`src/rdnd_div.sv`:
```
// Pipelined restoring divider, one quotient bit per stage.
module rdnd_div #(
  parameter int DW = 14,
  parameter int QW = 20
) (
  input  logic          clk_i,
  input  logic          en_i,
  input  logic [DW-1:0] rem_i,   // upper part of dividend, below den_i
  input  logic [QW-1:0] low_i,   // dividend bits brought down, msb first
  input  logic [DW-1:0] den_i,
  output logic [QW-1:0] quo_o
);

  logic [DW-1:0] rem_s [QW+1];
  logic [QW-1:0] low_s [QW+1];
  logic [DW-1:0] den_s [QW+1];
  logic [QW-1:0] quo_s [QW+1];

  assign rem_s[0] = rem_i;
  assign low_s[0] = low_i;
  assign den_s[0] = den_i;
  assign quo_s[0] = '0;

  for (genvar k = 0; k < QW; k++) begin : g_stage
    logic [DW:0] rem2;
    logic        ge;

    // Bring down one bit and try the subtraction
    assign rem2 = {rem_s[k], low_s[k][QW-1]};
    assign ge   = rem2 >= {1'b0, den_s[k]};

    always_ff @(posedge clk_i) begin
      if (en_i) begin
        rem_s[k+1] <= ge ? DW'(rem2 - {1'b0, den_s[k]}) : rem2[DW-1:0];
        low_s[k+1] <= low_s[k] << 1;
        den_s[k+1] <= den_s[k];
        quo_s[k+1] <= {quo_s[k][QW-2:0], ge};
      end
    end
  end

  assign quo_o = quo_s[QW];

endmodule

```
`config.mk`:
```
export PLATFORM = sky130hd
export DESIGN_NAME = rdnd_div
export DESIGN_NICKNAME = d
export VERILOG_FILES = /design/src/rdnd_div.sv
export SDC_FILE = /design/constraint.sdc
export NUM_CORES = 1
export LEC_CHECK = 0
export BUFFER_PORTS_ARGS = -buffer_cell sky130_fd_sc_hd__clkbuf_2
export CORE_MARGIN = 2
export CORE_UTILIZATION = 47
export CTS_CLUSTER_DIAMETER = 80
export DETAILED_ROUTE_END_ITERATION = 12
export HOLD_SLACK_MARGIN = 0.15
export RECOVER_POWER = 25
export SYNTH_ARGS = -nofsm -noshare
export SYNTH_HDL_FRONTEND = slang
export SYNTH_SLANG_ARGS = --single-unit
```
`constraint.sdc`:
```
create_clock -name clk_i -period 3.48 [get_ports clk_i]
set_input_delay 0.87 -clock clk_i [delete_from_list [all_inputs] [get_ports clk_i]]
set_output_delay 0.87 -clock clk_i [all_outputs]
set_load 0.02 [all_outputs]
```
Yosys cells after proc, flatten, opt, wreduce, memory -nomap -nowiden
Cells that the tools add are included.
W data, S select, Z words.
{"block": "word_totals", "regBits": 932, "wordCells": 135, "output_inout_bits": 20, "ram_bits": 0, "latch_bits": 0, "mem_count": 0, "mem_bits_ro": 0}
{"block": "classes", "multipliers": 0, "order_cmp": 20, "eq_ne": 0, "n_reduce_logical": 0, "add_sub_neg": 19, "mux": 19, "div": 0, "bitwise": 0, "n_shift": 0}
{"cell": "$ge A15 B14 Y1", "n": 20}
{"cell": "$mux W14", "n": 19}
{"cell": "$sub A14 B14 Y14", "n": 19}

Depth between registers and ports, before layout
{"block": "logic_depth", "depth_word": 2, "depth_mapped": 12, "depth_no_buf": 11}

Worst setup path before layout
No wires, ideal clock.
{"block": "synth_timing", "path_kind": "input to register", "startpoint": "in low_i[19]", "endpoint": "reg rem_s, in the netlist g_stage[1].rem2[13], data pin", "required_ns": 3.218, "arrival_ns": 2.827, "setup_time_ns": 0.262, "cell_stages": 11, "path_buffers": 0, "slack_ns": 0.391, "cell_sequence": "inv_1 > ha_1 > inv_1 > fa_1 > a211o_1 > o211ai_1 > a21oi_1 > o31a_1 > o22ai_1 > xnor2_1 > mux2_1"}
{"block": "synth_between", "elab_chain_cells": 2}
{"element": "start, declared", "line": "9", "text": "input logic [QW-1:0] low_i,"}
{"element": "$sub A14 B14 Y14 or $ge A15 B14 Y1 (tied branches)", "line": "34, 30"}
{"element": "$mux W14 (*)", "line": "34", "text": "rem_s[k+1] <= ge ? DW'(rem2 - {1'b0, den_s[k]}) : rem2[DW-1:0];"}
{"element": "end signal, assigned by index", "line": "34"}
{"element": "end, declared", "line": "14", "text": "logic [DW-1:0] rem_s [QW+1];"}
Mark *: on every way between the ends. The rest lies on a longest branch, timed or not.
A chain may end at the register's enable or synchronous reset.

Worst setup path in the final report
{"block": "layout_timing", "startpoint": "reg den_s[253] in the netlist's numbering", "endpoint": "reg rem_s, in the netlist g_stage[3].rem2[2], data pin"}
{"block": "layout_between", "elab_chain_cells": 2}
{"element": "start, declared", "line": "16", "text": "logic [DW-1:0] den_s [QW+1];"}
{"element": "start signal, assigned by index", "line": "36", "text": "den_s[k+1] <= den_s[k];"}
{"element": "$sub A14 B14 Y14 or $ge A15 B14 Y1 (tied branches)", "line": "34, 30"}
{"element": "$mux W14 (*)", "line": "34"}
Marks and branches as above.

==> results by group <==
Setup path
  – Worst EP required: 3.90 ns
  – Top delay family on crit path: compound AO/OA/AOI/OAI gates
  – Buf+Inv Stages, Crit Path: 2
  – Critical path startpoint category: register
  – Worst Path Arrival: 3.60 ns
  – Max FO, Critical Path: 21
  – CP max-delay cell: o31ai_1
  – Worst path cell trace: inv_1 -> ha_1 -> nor2b_1 -> o31a_1 -> o31ai_1 -> a32oi_1 -> a21oi_1 -> buf_4 -> mux2_2
  – WP depth: 9
  – CP endpoint kind: register
  – Crit path largest cell delay: 0.43 ns
  – Critical path class: register to register
  – Reg2Reg Depth: 9

Logic synthesis
  – Post-synth top area share: 0.621
  – Post-synthesis sequential area ratio: 0.621
  – Post-synth ARST share: 0
  – YS warnings: 0
  – Post-Synthesis Cell Area: 45100 µm²
  – Post-synth EDFFs: 932
  – Flops & latches, synth: 932
  – Syn Inst Count: 3374
  – Biggest area consumer among synthesized cells: edfxtp_1
  – Commonest cells post-synth: edfxtp_1, inv_1, ha_1
  – Leading register cell type out of synthesis: edfxtp_1
  – Cell variety after synth: 84
  – Most frequent cell after synthesis: edfxtp_1
  – Mapped Nets: 3742
  – Syn Area/Cell: 13.4 µm²
  – Synth top area cells: edfxtp_1, ha_1, inv_1, mux2_1, a21oi_1

STA
  – Hold WS: 0.370 ns
  – Final min period: 3.18 ns
  – Final hold vios: 0
  – Slew HR: 0.347
  – Fin crit share: 0.913
  – Setup violators final: 0
  – Worst slew pin tran: 0.979 ns
  – RSZ-0062 raised after global routing: false
  – Fmax: 0.315 GHz
  – Clk_skew: 0.0183 ns
  – Setup_tns: 0 ns
  – Slew Limit Fails: 0

GRT
  – Total GRT Usage: 0.174
  – Largest net degree at the start of global routing: 90
  – Vias in the first global route: 27000
  – Remaining global-route overflow: 0
  – First-pass GRT wire length: 139000 µm
  – Initial antenna violation count: 0

Place
  – RePlAce Congestion: 0.896
  – # port buffers: 69
  – HPWL after DPL: 61000 µm
  – Placed cells: 4690

Clock network
  – CTS Sinks: 932
  – H-Tree Level Count: 3
  – Cts hold-fix bufs: 0
  – Worst-Skew Late Latency: 0.68 ns
  – Root Buffer: clkbuf_16
  – Reg clk slew, reported paths: 0.05 ns
  – TritonCTS clock tree: done
  – Buffer depth of the longest clock path: 3
  – CTS buffer count: 102
  – Post-CTS setup repair buffer count: 0

Floorplanning
  – Total core area: 95000 µm²
  – Chip Height: 314 µm
  – Die area: 98400 µm²
  – Starting Density: 0.474
  – Die Wd: 314 µm
  – I/O Pins: 70
  – Cell row count: 113

Drt
  – DRC: 0
  – Pre-Repair DR Iteration Count: 5
  – Vias/cell: 5.41
  – Vias: 26400
  – Post-Route WL: 85100 µm
  – Routed WL per cell: 17.4 µm
  – DRT antenna net count: 0
  – DR iter-0 viols: 1597

Worst hold path
  – Worst Hold Class: input pin to register
  – Worst hold stages: 1

Cells and area
  – Core Util, Final: 0.531
  – Final Non-Filler Cells: 4877
  – Area Growth Syn to Fin: 12.0%
  – Share of cells above drive strength 1: 0.102
  – Diodes inserted: 0
  – Layout Nets: 3897
  – Fill cells: 7923

Power and ir drop
  – PD cells: 839 nW/µm²
  – Total power draw: 0.0423 W
  – LEAKAGE: 19.8 nW
  – Max VDD drop: 0.400 mV

Job
  – # Max-Cap Violations: 0

Status
  – Status: finished, final reports clean
==> where the power goes <==
part           internal, W  switching [W]  leakage (nW)  total, W
registers           0.0155        0.00122          9.09    0.0167
logic              0.00683        0.00811          9.11    0.0149
clock network      0.00613        0.00451          1.61    0.0106
total               0.0285         0.0138          19.8    0.0423
==> state kept, by name (all words and copies together) (netlist names) <==
| register | flops |
|---|---|
| den_s | 266 |
| g_stage.rem2 | 285 |
| low_s | 171 |
| quo_o | 20 |
| quo_s | 190 |
==> worst paths after layout <==
kind                                   to  slack, ns            startpoint
max          g_stage[3].rem2[2]$_DFFE_PP_       0.30  den_s[253]$_DFFE_PP_
min                  low_s[398]$_DFFE_PP_       0.37             low_i[17]
max reg2reg  g_stage[3].rem2[2]$_DFFE_PP_       0.30  den_s[253]$_DFFE_PP_
min reg2reg          quo_s[144]$_DFFE_PP_       0.41  quo_s[163]$_DFFE_PP_
==> layer usage <==
metal | part of all wire | global-route usage
met1 | 0.42 | 0.210
met5 | 0 | 0
met2 | 0.51 | 0.312
met4 | 0.034 | 0.0627
met3 | 0.033 | 0.0271
==> final cells by class <==
cell class	count	area [µm²]	area share
clock inverter	69	727	0.0144
timing repair buffer	113	831	0.0165
tap	1265	1580	0.0314
multi-input combinational	2012	15300	0.304
sequential	932	28000	0.555
clock buffer	118	2610	0.0518
inverter	368	1380	0.0274
==> logic make-up (layout without fill, tap and decap cells) <==
group / after synthesis / count (layout) / synth area share
muxes: 180 / 180 / 0.0443
DFF: 932 / 932 / 0.621
AOI/OAI and AO/OA: 756 / 756 / 0.112
buffers and inverters: 430 / 668 / 0.0387
xor gates and xnor gates: 145 / 145 / 0.0282
adders and majority gates: 318 / 318 / 0.0915
and+or+nand+nor: 613 / 613 / 0.0647
==> cells in the final DEF, fill, tap and decap left out, drive strengths merged, types with 11 or more instances in the layout <==
master,count
xnor2,88
a211o,19
o21ai,161
mux2,155
o211ai,16
clkinv,44
o21bai,19
nor3,41
a211oi,33
nand3,45
o21a,66
nand4,35
a21o,97
o31a,31
nand2b,17
o31ai,20
xor2,57
a21oi,180
nand2,137
inv,376
o22ai,14
nor2b,31
ha,299
buf,45
clkbuf,186
fa,19
nor2,222
nand3b,11
or3,18
mux2i,25
a31oi,21
edfxtp,932
==> metrics by stage <==
| step | cell area [µm²] | worst slack [ns] |
|---|---|---|
| 6_report | 50500 | 0.301 |
| 4_1_cts | 50500 | 0.114 |
| 5_1_grt | 50500 | 0.0572 |
| 3_3_place_gp | 47100 | 0.104 |
| 2_1_floorplan | 45100 | 0.391 |
| 3_5_place_dp | 47100 | 0.0373 |
==> what timing repair did <==
| action | CTS | global route |
|---|---|---|
| gates resized for setup | 0 | 1 |
| setup endpoints to repair | 0 | 13 |
| hold endpoints to repair | 0 | 0 |
==> worst reg2reg max path, stage by stage, from the launching register on <==
cell	delay [ns]
edfxtp_1	0.41
inv_1	0.13
ha_1	0.25
nor2b_1	0.14
o31a_1	0.28
o31ai_1	0.43
a32oi_1	0.27
a21oi_1	0.35
buf_4	0.30
mux2_2	0.37
Note: power is estimated with default switching activity, not from simulation.
