--- src/rdnd_sqrt.sv ---
// Pipelined integer square root of a 48-bit value, one root bit per stage.
module rdnd_sqrt (
  input  logic        clk_i,
  input  logic        en_i,
  input  logic [47:0] rad_i,
  output logic [23:0] root_o
);

  logic [47:0] rad_s  [25];
  logic [25:0] rem_s  [25];
  logic [23:0] root_s [25];

  assign rad_s[0]  = rad_i;
  assign rem_s[0]  = '0;
  assign root_s[0] = '0;

  for (genvar k = 0; k < 24; k++) begin : g_stage
    logic [27:0] rem2;
    logic [27:0] trial;
    logic        ge;

    // Bring down two bits and test the next root bit
    assign rem2  = {rem_s[k], rad_s[k][47:46]};
    assign trial = {2'b00, root_s[k], 2'b01};
    assign ge    = rem2 >= trial;

    always_ff @(posedge clk_i) begin
      if (en_i) begin
        rad_s[k+1]  <= rad_s[k] << 2;
        rem_s[k+1]  <= ge ? 26'(rem2 - trial) : rem2[25:0];
        root_s[k+1] <= {root_s[k][22:0], ge};
      end
    end
  end

  assign root_o = root_s[24];

endmodule

--- config.mk ---
export PLATFORM = sky130hd
export DESIGN_NAME = rdnd_sqrt
export DESIGN_NICKNAME = d
export VERILOG_FILES = /design/src/rdnd_sqrt.sv
export SDC_FILE = /design/constraint.sdc
export NUM_CORES = 2
export LEC_CHECK = 0
export ABC_AREA = 0
export BUFFER_PORTS_ARGS = -buffer_cell sky130_fd_sc_hd__buf_2
export CAP_MARGIN = 10
export CORE_ASPECT_RATIO = 1.2
export CORE_MARGIN = 2
export CORE_UTILIZATION = 42
export CTS_CLUSTER_SIZE = 10
export DETAILED_ROUTE_END_ITERATION = 8
export GPL_TIMING_DRIVEN = 0
export SETUP_SLACK_MARGIN = 0.15
export SKIP_CTS_REPAIR_TIMING = 1
export SYNTH_ARGS = -nofsm -noshare
export SYNTH_HDL_FRONTEND = slang
export SYNTH_SLANG_ARGS = --single-unit
--- constraint.sdc ---
create_clock -name clk_i -period 5.3 [get_ports clk_i]
set_input_delay 0.265 -clock clk_i [delete_from_list [all_inputs] [get_ports clk_i]]
set_output_delay 0.265 -clock clk_i [all_outputs]
set_load 0.02 [all_outputs]
; ---- After elaboration in Yosys (flattened, before gate mapping)
; Cells that the tools add are included.
[totals]
output_inout_bits = 24
regBits = 1427
latchBits = 0
in_bits = 50
mem_count = 0
ram_bits = 0
romBits = 0
[classes]
addsub = 23
mux = 23
div_mod_pow = 0
reduce_logical = 0
eq_ne = 0
magnitude_cmp = 24
n_shift = 0
mul = 0
bitwise_logic = 0
[op_table]
columns = operator, count
row1 = 2-to-1 mux 26 bit, 22
row2 = >= comparator 28 x 10 -> 1 bit, 1
row3 = >= comparator 28 x 11 -> 1 bit, 1
row4 = >= comparator 28 x 12 -> 1 bit, 1
row5 = >= comparator 28 x 13 -> 1 bit, 1
row6 = >= comparator 28 x 14 -> 1 bit, 1
row7 = >= comparator 28 x 15 -> 1 bit, 1
row8 = >= comparator 28 x 16 -> 1 bit, 1
row9 = >= comparator 28 x 17 -> 1 bit, 1
row10 = >= comparator 28 x 18 -> 1 bit, 1
row11 = >= comparator 28 x 19 -> 1 bit, 1
row12 = >= comparator 28 x 20 -> 1 bit, 1
row13 = >= comparator 28 x 21 -> 1 bit, 1
row14 = >= comparator 28 x 22 -> 1 bit, 1
row15 = >= comparator 28 x 23 -> 1 bit, 1
row16 = >= comparator 28 x 24 -> 1 bit, 1
row17 = >= comparator 28 x 25 -> 1 bit, 1
row18 = >= comparator 28 x 3 -> 1 bit, 1
row19 = >= comparator 28 x 4 -> 1 bit, 1
row20 = >= comparator 28 x 5 -> 1 bit, 1
row21 = >= comparator 28 x 6 -> 1 bit, 1
row22 = >= comparator 28 x 7 -> 1 bit, 1
row23 = >= comparator 28 x 8 -> 1 bit, 1
row24 = >= comparator 28 x 9 -> 1 bit, 1
row25 = 25 further kinds, 25

; ---- Longest topological paths before layout
[depth]
ltp_word = 2
mapped_depth = 14
depth_no_buf = 11

; ---- Least setup slack after synthesis
; No wires, ideal clock.
[synth_path]
path_kind = register -> register
from = register rem_s (netlist bit g_stage[20].rem2[13])
to = register rem_s (netlist bit g_stage[21].rem2[17]) (data pin)
period_less_slack_ps = 2976
path_stages_with_launch = 10
arrival_ps = 2716
setup_slack_ps = 2324
t_required_ps = 5040
path_buffers = 2
cell_sequence = edfxtp_1 ha_1 clkbuf_1 and4_1 nand2_1 or4_1 a21boi_0 nor2_1 buf_2 mux2_2
[synth_via]
elab_chain_cells = 2
elab_cells_between_ends = 3
[synth_lines]
columns = item, line
row1 = from (decl), 10  ; logic [25:0] rem_s [25];
row2 = "from (signal, indexed assignment)", 30  ; rem_s[k+1] <= ge ? 26'(rem2 - trial) : rem2[25:0];
row3 = subtractor 26 x 22 -> 26 bit or >= comparator 28 x 22 -> 1 bit (tied branches), "30, 25"
row4 = 2-to-1 mux 26 bit (*), 30
; Mark *: on every way between the ends. The rest lies on a longest branch, timed or not.
; A chain may end at the register's enable or synchronous reset.

; ---- Worst setup path in the final report
[layout_path]
from = register rem_s (netlist bit g_stage[19].rem2[2])
to = register rem_s (netlist bit g_stage[20].rem2[20]) (data pin)
[layout_via]
elab_chain_cells = 2
elab_cells_between_ends = 3
[layout_lines]
columns = item, line
row1 = subtractor 26 x 21 -> 26 bit or >= comparator 28 x 21 -> 1 bit (tied branches), "30, 25"
row2 = 2-to-1 mux 26 bit (*), 30
; Marks and branches as above.

==> flow_metrics.env <==
export IMPL_status="finished, final reports clean"
export IMPL_synth_distinct_cells=92
export IMPL_fin_ws_ns=0.603
export IMPL_die_h_um=438
export IMPL_critPathBufInv=2
export IMPL_slew_viol_final=0
export IMPL_timing_fmax_mhz=213
export IMPL_arrival_ns=5.16
export IMPL_worst_r2r_path_depth=11
export IMPL_avgViaCountPerCell=5.23
export IMPL_crit_chain="ha_1 -> nor2b_1 -> o21ai_0 -> a21oi_1 -> o31ai_1 -> a2111oi_0 -> nor2_1 -> clkinv_1 -> clkbuf_1 -> nor2_1 -> a21oi_1"
export IMPL_dpl_cell_area_um2=69300
export IMPL_drt_pass1_iterations=5
export IMPL_antenna_left=0
export IMPL_timing_final_hold_violations=0
export IMPL_maxCapViolations=0
export IMPL_max_slew_worst_pin_slew_ns=1.10
export IMPL_rsz0062_at_grt="false"
export IMPL_fin_nets=5749
export IMPL_place_congestion=0.965
export IMPL_grt_overflow=0
export IMPL_vias=39300
export IMPL_p_leak_nw=28.1
export IMPL_drt_iter0_markers=2374
export IMPL_cp_max_fo=10
export IMPL_cts_root_buf="clkbuf_16"
export IMPL_grt_antenna_before_repair=0
export IMPL_crit_slowest_cell="nor2_1"
export IMPL_synthCells=5077
export IMPL_die_w_um=366
export IMPL_grt_pass1_wl_um=198000
export IMPL_clockBufferDepth=3
export IMPL_critical_path_max_stage_delay_ns=0.78
export IMPL_diodes=0
export IMPL_setup_tns_ns=0
export IMPL_min_path_cells=2
export IMPL_seq_area_frac_synth_pct=64.4
export IMPL_routedWlPerCell_um=17.0
export IMPL_min_path_type="primary input to register"
export IMPL_h_tree_depth=4
export IMPL_cellPowerDensity_nw_per_um2=397
export IMPL_syn_avg_cell_area_um2=13.0
export IMPL_die_area_um2=160000
export IMPL_ios=74
export IMPL_fin_crit_ns=4.70
export IMPL_synth_nets=5453
export IMPL_drive_gt1_share_pct=6.95
export IMPL_r2r_slack_ns=0.60
export IMPL_stdcell_area_um2=74200
export IMPL_worstSetupPathType="register to register"
export IMPL_cts_tree="done"
export IMPL_irDropWorstVdd_v=0.000323
export IMPL_ys_ff_latch=1415
export IMPL_startpoint_type="register"
export IMPL_synth_edf_count=1415
export IMPL_dp_slack_ns=0.506
export IMPL_period_share_pct=88.6
export IMPL_areaGrowthSynthToFinish_pct=12.4
export IMPL_synth_warnings=0
export IMPL_worstHoldStart="rad_i[42]"
export IMPL_io_buffers=73
export IMPL_core_area_um2=156000
export IMPL_max_slew_margin_pct=25.8
export IMPL_syn_area_um2=66000
export IMPL_rr_startpoint="g_stage[19].rem2[2]"
export IMPL_grt_usage_pct=15.5
export IMPL_min_to="rad_s[1148]"
export IMPL_clk_pin_slew_ns=0.05
export IMPL_crit_required_ns=5.76
export IMPL_drt_wl_total_um=128000
export IMPL_setup_viol=0
export IMPL_drc_errors=0
export IMPL_cts_sinks=1415
export IMPL_synth_async_reset_ratio_pct=0
export IMPL_grt_pass1_vias=39800
export IMPL_clock_skew_ns=0.0412
export IMPL_initial_core_util_pct=42.2
export IMPL_r2r_end="g_stage[20].rem2[20]"
export IMPL_clk_latency_ns=0.80
export IMPL_critPathTopFamily="compound AO/OA/AOI/OAI gates"
export IMPL_crit_path_end_kind="register"
export IMPL_place_hpwl_um=91900
export IMPL_ys_flop_type="edfxtp_1"
export IMPL_grt_max_degree=183
export IMPL_cts_buffers=162
export IMPL_placementRows=159
## flip-flops by register name (all words and copies together), names as in the netlist
| name | count |
|---|---|
| root_o | 24 |
| rad_s | 506 |
| g_stage.trial | 276 |
| g_stage.rem2 | 609 |
## cell families after synthesis
group                    Yosys count  share of synthesized area [%]
multiplexers                      54                          0.896
adder cells (fa/ha/maj)          326                           6.18
other                              1                        0.00568
AO/OA/AOI/OAI                   1000                           9.53
buffers and inverters            497                           2.88
XOR/XNOR                         445                           5.90
AND/OR/NAND/NOR                 1339                           10.2
flip-flops                      1415                           64.4
## cell usage in the layout, fill, tap and decap left out, drive strengths merged, types with 71 or more instances in the layout
| master | instances |
|---|---|
| o21ai | 254 |
| xor2 | 210 |
| xnor2 | 235 |
| a21o | 122 |
| nand3 | 85 |
| inv | 411 |
| a21oi | 306 |
| nor2 | 306 |
| edfxtp | 1415 |
| ha | 326 |
| nand2 | 324 |
| nor3 | 131 |
| clkbuf | 244 |
| buf | 104 |
| nor4 | 71 |
## cell type report
cell class / instances / area (um2)
fill: 13700 / 82200
timing repair buffer: 132 / 1110
clock buffer: 176 / 4110
clock inverter: 25 / 344
inverter: 406 / 1520
sequential: 1415 / 42500
buffer: 91 / 379
multi-input combinational: 3165 / 21600
tap: 2093 / 2620
## through the flow
| step | power (mW) | hold slack [ns] | utilization [%] | instances |
|---|---|---|---|---|
| floorplan | 18.4 | 0.364 | - | 5077 |
| global route | 30.9 | 0.133 | 47.5 | 7503 |
| detailed placement | 20.0 | 0.405 | 44.3 | 7252 |
| finish | 29.5 | 0.173 | 47.5 | 7503 |
| global placement | 20.3 | 0.400 | 44.1 | 7243 |
| CTS | 29.8 | -0.441 | 47.1 | 7453 |
## worst max path at each step
stage	from	slack, ns	cells past startpoint	to
after floorplan	g_stage[20].rem2[13]	2.32	9	g_stage[21].rem2[17]
after CTS	g_stage[19].rem2[2]	0.44	11	g_stage[20].rem2[20]
after detailed placement	g_stage[19].rem2[2]	0.51	11	g_stage[20].rem2[20]
after global routing	g_stage[19].rem2[2]	0.22	11	g_stage[20].rem2[20]
final	g_stage[19].rem2[2]	0.60	11	g_stage[20].rem2[20]
after global placement	en_i	-18.08	1	root_o[22]
## synthesized netlist by cell type (6+ instances only)
cell	count	area share, %
edfxtp_1	1415	64
inv_1	402	2.3
ha_1	326	6.2
nand2_1	323	1.8
nor2_1	306	1.7
a21oi_1	305	2.3
o21ai_0	252	1.9
xnor2_1	235	3.1
xor2_1	210	2.8
nor3_1	130	0.99
a21o_1	122	1.4
nand3_1	84	0.64
nor4_1	68	0.64
clkbuf_1	67	0.38
o21a_1	59	0.67
nand4_1	57	0.54
or3_1	56	0.53
nand2b_1	54	0.51
nor2b_1	50	0.47
o31ai_1	42	0.48
mux2_2	41	0.70
and3_1	37	0.35
or4_1	34	0.39
a211oi_1	31	0.35
nand3b_1	29	0.33
or2_2	27	0.26
and2_1	25	0.24
o211ai_1	24	0.27
a31oi_1	23	0.22
a21boi_0	15	0.17
buf_2	14	0.11
nand4b_1	14	0.19
o21bai_1	14	0.16
mux2i_1	13	0.20
a211o_1	12	0.16
nor4b_1	12	0.16
a2111oi_0	11	0.15
nor3b_1	11	0.13
o41ai_1	7	0.093
a311oi_1	6	0.080
and4_1	6	0.080
o2111ai_1	6	0.080
## worst reg2reg max path, cell delays in order, from the launching register on
cell and delay (ns):
edfxtp_1 0.39, ha_1 0.37, nor2b_1 0.15, o21ai_0 0.21, a21oi_1 0.15, o31ai_1 0.64
a2111oi_0 0.38, nor2_1 0.78, clkinv_1 0.59, clkbuf_1 0.43, nor2_1 0.19, a21oi_1 0.08
## per-layer routing
layer  track usage [%]  vias to the layer above  share of wire (%)
li1                  -                    19400                  -
met2              32.3                      725                 58
met5                 0                        -                  0
met4              9.34                        0                5.6
met1              13.2                    18800                 33
met3              2.63                      381                2.9
## report_power, final
group	switching, mW	total [mW]	leakage [nW]	internal (mW)
logic	2.95	5.11	12.4	2.17
clock network	4.18	9.67	2.16	5.49
registers	0.716	14.7	13.6	14.0
total	7.84	29.5	28.1	21.6
Power figures use the tool's default switching activity.
