--- config.mk ---
export PLATFORM = sky130hd
export DESIGN_NAME = rdnd_axis
export DESIGN_NICKNAME = d
export VERILOG_FILES = /design/src/rdnd_div.sv /design/src/rdnd_axis.sv
export SDC_FILE = /design/constraint.sdc
export NUM_CORES = 2
export LEC_CHECK = 0
export ABC_AREA = 0
export BUFFER_PORTS_ARGS = -buffer_cell sky130_fd_sc_hd__buf_2
export CORE_MARGIN = 2
export CORE_UTILIZATION = 37
export CTS_BUF_LIST = sky130_fd_sc_hd__clkbuf_16
export CTS_CLUSTER_DIAMETER = 40
export DETAILED_ROUTE_END_ITERATION = 6
export GPL_ROUTABILITY_DRIVEN = 0
export MAX_ROUTING_LAYER = met4
export SYNTH_ARGS = -nofsm -noshare
export SYNTH_HDL_FRONTEND = slang
export SYNTH_SLANG_ARGS = --single-unit
--- constraint.sdc ---
create_clock -name clk_i -period 6.8 [get_ports clk_i]
set_input_delay 0.68 -clock clk_i [delete_from_list [all_inputs] [get_ports clk_i]]
set_output_delay 0.68 -clock clk_i [all_outputs]
set_load 0.01 [all_outputs]
--- src/rdnd_div.sv ---
// Pipelined restoring divider, one quotient bit per stage.
module rdnd_div #(
  parameter int DW = 14,
  parameter int QW = 20
) (
  input  logic          clk_i,
  input  logic          en_i,
  input  logic [DW-1:0] rem_i,   // upper part of dividend, below den_i
  input  logic [QW-1:0] low_i,   // dividend bits brought down, msb first
  input  logic [DW-1:0] den_i,
  output logic [QW-1:0] quo_o
);

  logic [DW-1:0] rem_s [QW+1];
  logic [QW-1:0] low_s [QW+1];
  logic [DW-1:0] den_s [QW+1];
  logic [QW-1:0] quo_s [QW+1];

  assign rem_s[0] = rem_i;
  assign low_s[0] = low_i;
  assign den_s[0] = den_i;
  assign quo_s[0] = '0;

  for (genvar k = 0; k < QW; k++) begin : g_stage
    logic [DW:0] rem2;
    logic        ge;

    // Bring down one bit and try the subtraction
    assign rem2 = {rem_s[k], low_s[k][QW-1]};
    assign ge   = rem2 >= {1'b0, den_s[k]};

    always_ff @(posedge clk_i) begin
      if (en_i) begin
        rem_s[k+1] <= ge ? DW'(rem2 - {1'b0, den_s[k]}) : rem2[DW-1:0];
        low_s[k+1] <= low_s[k] << 1;
        den_s[k+1] <= den_s[k];
        quo_s[k+1] <= {quo_s[k][QW-2:0], ge};
      end
    end
  end

  assign quo_o = quo_s[QW];

endmodule

--- src/rdnd_axis.sv ---
// Squared screen offset (u*s)^2 in Q.40 for one image axis.
module rdnd_axis #(
  parameter int MAX_DIM = 4096
) (
  input  logic        clk_i,
  input  logic        en_i,
  input  logic [12:0] dim_i,
  input  logic [23:0] size_i,
  input  logic [11:0] idx_i,
  output logic [47:0] sq_o
);

  localparam logic [14:0] MaxDim = 15'(MAX_DIM);

  logic [12:0] dim_c, w1_c, idx_c;
  logic [13:0] twice_c, w1_e;
  logic [12:0] mag_c;
  logic [12:0] mag_q, w1_q;
  logic [19:0] uq;
  logic [43:0] p_q;
  logic [44:0] p_rnd;
  logic [23:0] p20_q;
  logic [47:0] sq_q;

  // Clamp size and index, take distance from the image center
  always_comb begin
    dim_c = dim_i;
    if (dim_i < 13'd2) dim_c = 13'd2;
    else if ({2'b00, dim_i} > MaxDim) dim_c = 13'(MaxDim);
    w1_c    = dim_c - 13'd1;
    idx_c   = ({1'b0, idx_i} > w1_c) ? w1_c : {1'b0, idx_i};
    twice_c = {idx_c, 1'b0};
    w1_e    = {1'b0, w1_c};
    mag_c   = (twice_c >= w1_e) ? 13'(twice_c - w1_e) : 13'(w1_e - twice_c);
  end

  always_ff @(posedge clk_i) begin
    if (en_i) begin
      mag_q <= mag_c;
      w1_q  <= w1_c;
    end
  end

  // |u| in Q.20 rounded half up: ((mag << 20) + w1) / (2 * w1)
  rdnd_div #(.DW(14), .QW(20)) u_div (
    .clk_i (clk_i),
    .en_i  (en_i),
    .rem_i ({1'b0, mag_q}),
    .low_i ({7'd0, w1_q}),
    .den_i ({w1_q, 1'b0}),
    .quo_o (uq)
  );

  // Scale, round to Q.20, square
  assign p_rnd = {1'b0, p_q} + 45'd524288;

  always_ff @(posedge clk_i) begin
    if (en_i) begin
      p_q   <= uq * size_i;
      p20_q <= p_rnd[43:20];
      sq_q  <= p20_q * p20_q;
    end
  end

  assign sq_o = sq_q;

endmodule

## Word-level counts from Yosys, hierarchy flattened

Index checks and enable logic that the tools add are counted.

- Logic and storage cells: 154
- Bits of input ports: 51
- Register bits after elaboration: 943
- Output and inout port bits: 48

- Multiplexer cells: 23
- $lt $le $gt $ge: 24
- Multipliers: 2
- Add/subtract/negate cells: 23

Operator list:

| cell | count |
|---|---|
| >= comparator 15 x 14 -> 1 bit | 19 |
| 2-to-1 mux 14 bit | 19 |
| subtractor 14 bit | 19 |
| 2-to-1 mux 13 bit | 4 |
| multiplier 24 x 24 -> 48 bit | 1 |
| adder 44 x 20 -> 44 bit (second input constant) | 1 |
| multiplier 20 x 24 -> 44 bit | 1 |
| subtractor 13 bit | 2 |
| >= comparator 14 x 13 -> 1 bit | 1 |
| >= comparator 14 bit | 1 |
| > comparator 12 x 13 -> 1 bit | 1 |
| > comparator 13 bit (second input constant) | 1 |
| less-than comparator 13 x 2 -> 1 bit (second input constant) | 1 |
| subtractor 13 x 1 -> 13 bit (second input constant) | 1 |

## Logic depth before layout (Yosys ltp)

- Depth after elaboration: 8
- Depth in mapped cells: 30
- Depth with buffers taken out: 29

## Hierarchy

A second synthesis with hierarchy kept.

- Cell total of the unflattened synthesis: 7324
- Area total of the unflattened synthesis: 82868.2 µm²

Modules (own cells, without submodules):

| module | times used | cells each | area an instance (µm²) |
|---|---|---|---|
| rdnd_div | 1 | 3322 | 45270.9 |
| rdnd_axis | 1 | 4002 | 37597.3 |

## Worst setup path before layout

OpenSTA, ideal clock, no wires.

- Path kind: register to register
- From: register p20_q[17]
- To: register sq_q[45] (netlist: sq_o[45]), data pin
- Setup slack: -0.458 ns
- Path buffers: 2
- Library setup time: 0.158 ns
- Period minus slack after synthesis: 7.258 ns
- Arrival time: 7.100 ns
- Stages on the path, launching flop included: 27
- Required time: 6.642 ns
- Path through: edfxtp_1 -> clkbuf_1 -> clkbuf_1 -> nand2_1 -> fa_1 -> inv_1 -> fa_1 -> inv_1 -> fa_1 -> fa_1 -> inv_1 -> fa_1 -> fa_1 -> inv_1 -> fa_1 -> inv_1 -> ha_1 -> nand2_1 -> o21ai_0 -> o31ai_1 -> o211ai_1 -> o211ai_1 -> a31oi_1 -> o41a_1 -> a21oi_1 -> or4b_1 -> o211ai_1

- Word-level cells in the longest chain between the ends: 1

RTL lines:

| what | RTL line | text |
|---|---|---|
| from (decl) | rdnd_axis.sv:22 | `logic [23:0] p20_q;` |
| from (signal assigned) | rdnd_axis.sv:60 | `p20_q <= p_rnd[43:20];` |
| multiplier 24 x 24 -> 48 bit | rdnd_axis.sv:61 | `sq_q <= p20_q * p20_q;` |
| to (signal assigned) | rdnd_axis.sv:61 |  |
| to (decl) | rdnd_axis.sv:23 | `logic [47:0] sq_q;` |

No other way between the ends.
A chain may end at the register's enable or synchronous reset.

## Worst setup path in the final report

- From: register p20_q[12]
- To: register sq_q[45] (netlist: sq_o[45]), data pin

The elaborated chain is that of the path after synthesis.

==> qor.csv <==
stage,metric,value,unit
sta,final number of hold-violating endpoints,0,
layout,final core occ,0.443,
synthesis,"Async S/R FF share, synth",0,
synthesis,synth unique cells,74,
layout,"Area growth, synth to finish",19.2,%
clock_tree,CTS Root Cell,clkbuf_16,
layout,number of fill cells in the layout,17957,
die,I/O pin total,99,
worst_setup_path,nature of the critical path endpoint,flip-flop,
synthesis,Main synth FF type,edfxtp_1,
synthesis,mapped cell area,72400,µm²
detailed_routing,drt wl/cell,16.3,µm
synthesis,number of flops mapped to enable cells by yosys,826,
sta,Worst-Margin Slew,1.10,ns
place,IO Port Bufs,97,
die,Die H,446,µm
grt,GRT Resource Usage Total,0.172,
layout,Layout Nets,8825,
worst_setup_path,R2R Path End,sq_o[45],
grt,vias in the first global route,51855,
outcome,failing checks,negative setup slack,
layout,"commonest non-fill, non-tap cell in the layout",inv_1,
grt,pin count of the biggest net entering global routing,196,
clock_tree,clock buffer depth,3,
clock_tree,Hold Buf Count CTS,0,
place,placed cells,9652,
worst_setup_path,cells on worst reg2reg path,26,
sta,FMAX,0.139,GHz
synthesis,Cells after Synth,6675,
job,Max-cap violations,0,
layout,most frequent cells in the layout,"inv_1 (1,415), edfxtp_1 (826), fa_1 (805), ha_1 (586), nand2_1 (559)",
sta,RSZ-0062 raised after global routing,yes,
clock_tree,H-tree levels,4,
layout,Post-Layout Cell Count,9975,
grt,first-pass GRT wire length,267000,µm
detailed_routing,post-route ant nets,0,
outcome,status,"complete, but fails checks",
worst_setup_path,CP Depth,26,
worst_setup_path,"Top cell by count, worst path",fa_1,
worst_setup_path,CP Launch Type,flip-flop,
synthesis,Yosys warning count,0,
worst_setup_path,Reg2Reg Setup Slack,-0.39,ns
worst_setup_path,Worst Path Buf+Inv,7,
sta,period utilization,1.06,
synthesis,"Net Count, Synth",8181,
detailed_routing,Via density,4.84,
die,Die Width,446,µm
die,Die ar.,199000,µm²
clock_tree,CTS sink count,826,
synthesis,"FF+latch count, synth",826,
worst_setup_path,Worst path slowest cell,fa_1,
sta,Layout Skew,0.0672,ns
grt,initial antenna violation count,3,
worst_setup_path,"delay-heaviest family, CP",adder cells,
detailed_routing,final wirelength,162000,µm
worst_hold_path,Hold Crit Class,in -> reg,
worst_setup_path,Critical Path Max Stage Delay,0.57,ns
clock_tree,Num CTS Buffers,137,
grt,total grt overflow,0,
synthesis,synthesized area per cell,10.8,µm²
detailed_routing,DRT Pass-1 Iters,5,
worst_setup_path,Worst Path Arrival,7.76,ns
die,Core Rows,162,
worst_setup_path,critical path class,reg -> reg,
die,Initial Utilization,0.372,
worst_setup_path,critical path peak fanout,7,
sta,Tmin final,7.19,ns
worst_setup_path,WP data required,7.37,ns
die,core area,195000,µm²
layout,share of cells above drive strength 1,0.183,
clock_tree,Clock transition at path regs,0.06,ns
worst_setup_path,CP Launch Point,p20_q[12],
clock_tree,CTS tree,built,
synthesis,sequential-to-total area share from yosys stat,0.343,
clock_tree,"Clk Latency, worst-skew pair",0.77,ns
sta,endpoints failing setup,19,
detailed_routing,routed vias,48251,
worst_setup_path,Setup crit end,sq_o[45],
sta,relative slew slack,0.267,
detailed_routing,Remaining DRCs,0,
sta,fin. max-slew vios,0,
worst_setup_path,reg-to-reg startpoint,p20_q[12],
sta,worst setup margin,-0.386,ns
place,hpwl dp,130000,µm
detailed_routing,drt initial violations,2399,
Yosys cell counts (15+ instances only):
library cell	count	share of area
edfxtp_1	826	0.34
and3_1	20	0.0017
a21boi_0	32	0.0033
and2_1	336	0.029
o21a_1	32	0.0033
a211oi_1	38	0.0039
nor2b_1	51	0.0044
nand2_1	593	0.031
o21bai_1	22	0.0023
inv_1	1444	0.075
xnor2_1	170	0.021
a21oi_1	247	0.017
nand4_1	59	0.0051
ha_1	620	0.11
mux2i_1	37	0.0051
or2_2	21	0.0018
a21o_1	122	0.013
nand3_1	58	0.0040
a31oi_1	15	0.0013
nand2b_1	36	0.0031
nor3_1	62	0.0043
a221oi_1	17	0.0021
mux2_2	160	0.025
o31ai_1	27	0.0028
xor2_1	88	0.011
clkbuf_1	153	0.0079
nor2_1	237	0.012
fa_1	835	0.23
o41ai_1	16	0.0019
o21ai_0	158	0.011
layout make-up:
| cell class | instances | area, µm² | share of cell area |
|---|---|---|---|
| inverter | 1444 | 5420 | 0.0629 |
| tap | 2542 | 3180 | 0.0369 |
| antenna | 2 | 5.00 | 0.0000580 |
| sequential | 826 | 24800 | 0.288 |
| multi-input combinational | 4235 | 42800 | 0.497 |
| clock buffer | 137 | 3430 | 0.0398 |
| clock inverter | 114 | 1240 | 0.0144 |
| timing repair buffer | 675 | 5320 | 0.0617 |
how the worst min path moves through the flow:
stage                startpoint                to  slack, ns  cells after the start
2_1_floorplan   u_div.quo_s[29]   u_div.quo_o[10]       0.40                      0
3_3_place_gp    u_div.quo_s[74]   u_div.quo_s[55]       0.40                      0
3_5_place_dp   u_div.quo_s[131]  u_div.quo_s[112]       0.40                      0
4_1_cts                dim_i[4]           w1_q[4]       0.32                      3
5_1_grt                dim_i[4]           w1_q[4]       0.36                      3
6_report               dim_i[4]           w1_q[4]       0.38                      3
sequential cells by signal, indices dropped and copies added, names as in the netlist:
register and flops:
u_div.low_s 48, sq_o 47, u_div.quo_o 20, u_div.den_s 187, u_div.quo_s 190, p20_q 24, u_div.g_stage.rem2 259, p_q 25
mag_q 13, w1_q 13
worst min-delay path, cell delays in order:
cell and delay [ns]:
buf_2 0.11, nand3_1 0.06, nand2_1 0.14
logic make-up (layout without fill, tap and decap cells):
family          Yosys count  after routing  share of synthesized area
simple gates           1520           1520                      0.102
compound gates          804            804                     0.0716
other cells               1              3                  0.0000518
flops                   826            826                      0.343
fa+ha+maj              1455           1455                      0.338
mux                     197            197                     0.0300
buf+inv                1614           2370                     0.0840
xor+xnor                258            258                     0.0312
routing by layer:
layer	part of all wire	track usage	up-vias
li1	-	-	23006
met1	0.42	0.207	24051
met2	0.51	0.298	891
met3	0.036	0.0219	303
met4	0.034	0.0566	0
met5	0	-	-
what timing repair did:
action,4_1_cts,5_1_grt
pin swaps,124,83
buffers inserted,57,16
gates cloned,1,3
setup endpoints to repair,41,41
gates resized for setup,219,147
through the flow:
stage / area (µm²) / hold WS [ns] / setup WS, ns / setup TNS (ns)
floorplan: 72600 / 0.400 / -0.0566 / -0.0566
global placement: 79600 / 0.402 / -0.809 / -19.99
detailed placement: 79600 / 0.405 / -0.942 / -24.75
CTS: 85500 / 0.316 / -0.383 / -1.71
global route: 86200 / 0.362 / -0.628 / -9.61
finish: 86200 / 0.376 / -0.386 / -2.92
Power is left out: the tool's default activity adds up to more than one toggle a clock period on the data nets, which glitch-free logic cannot reach.
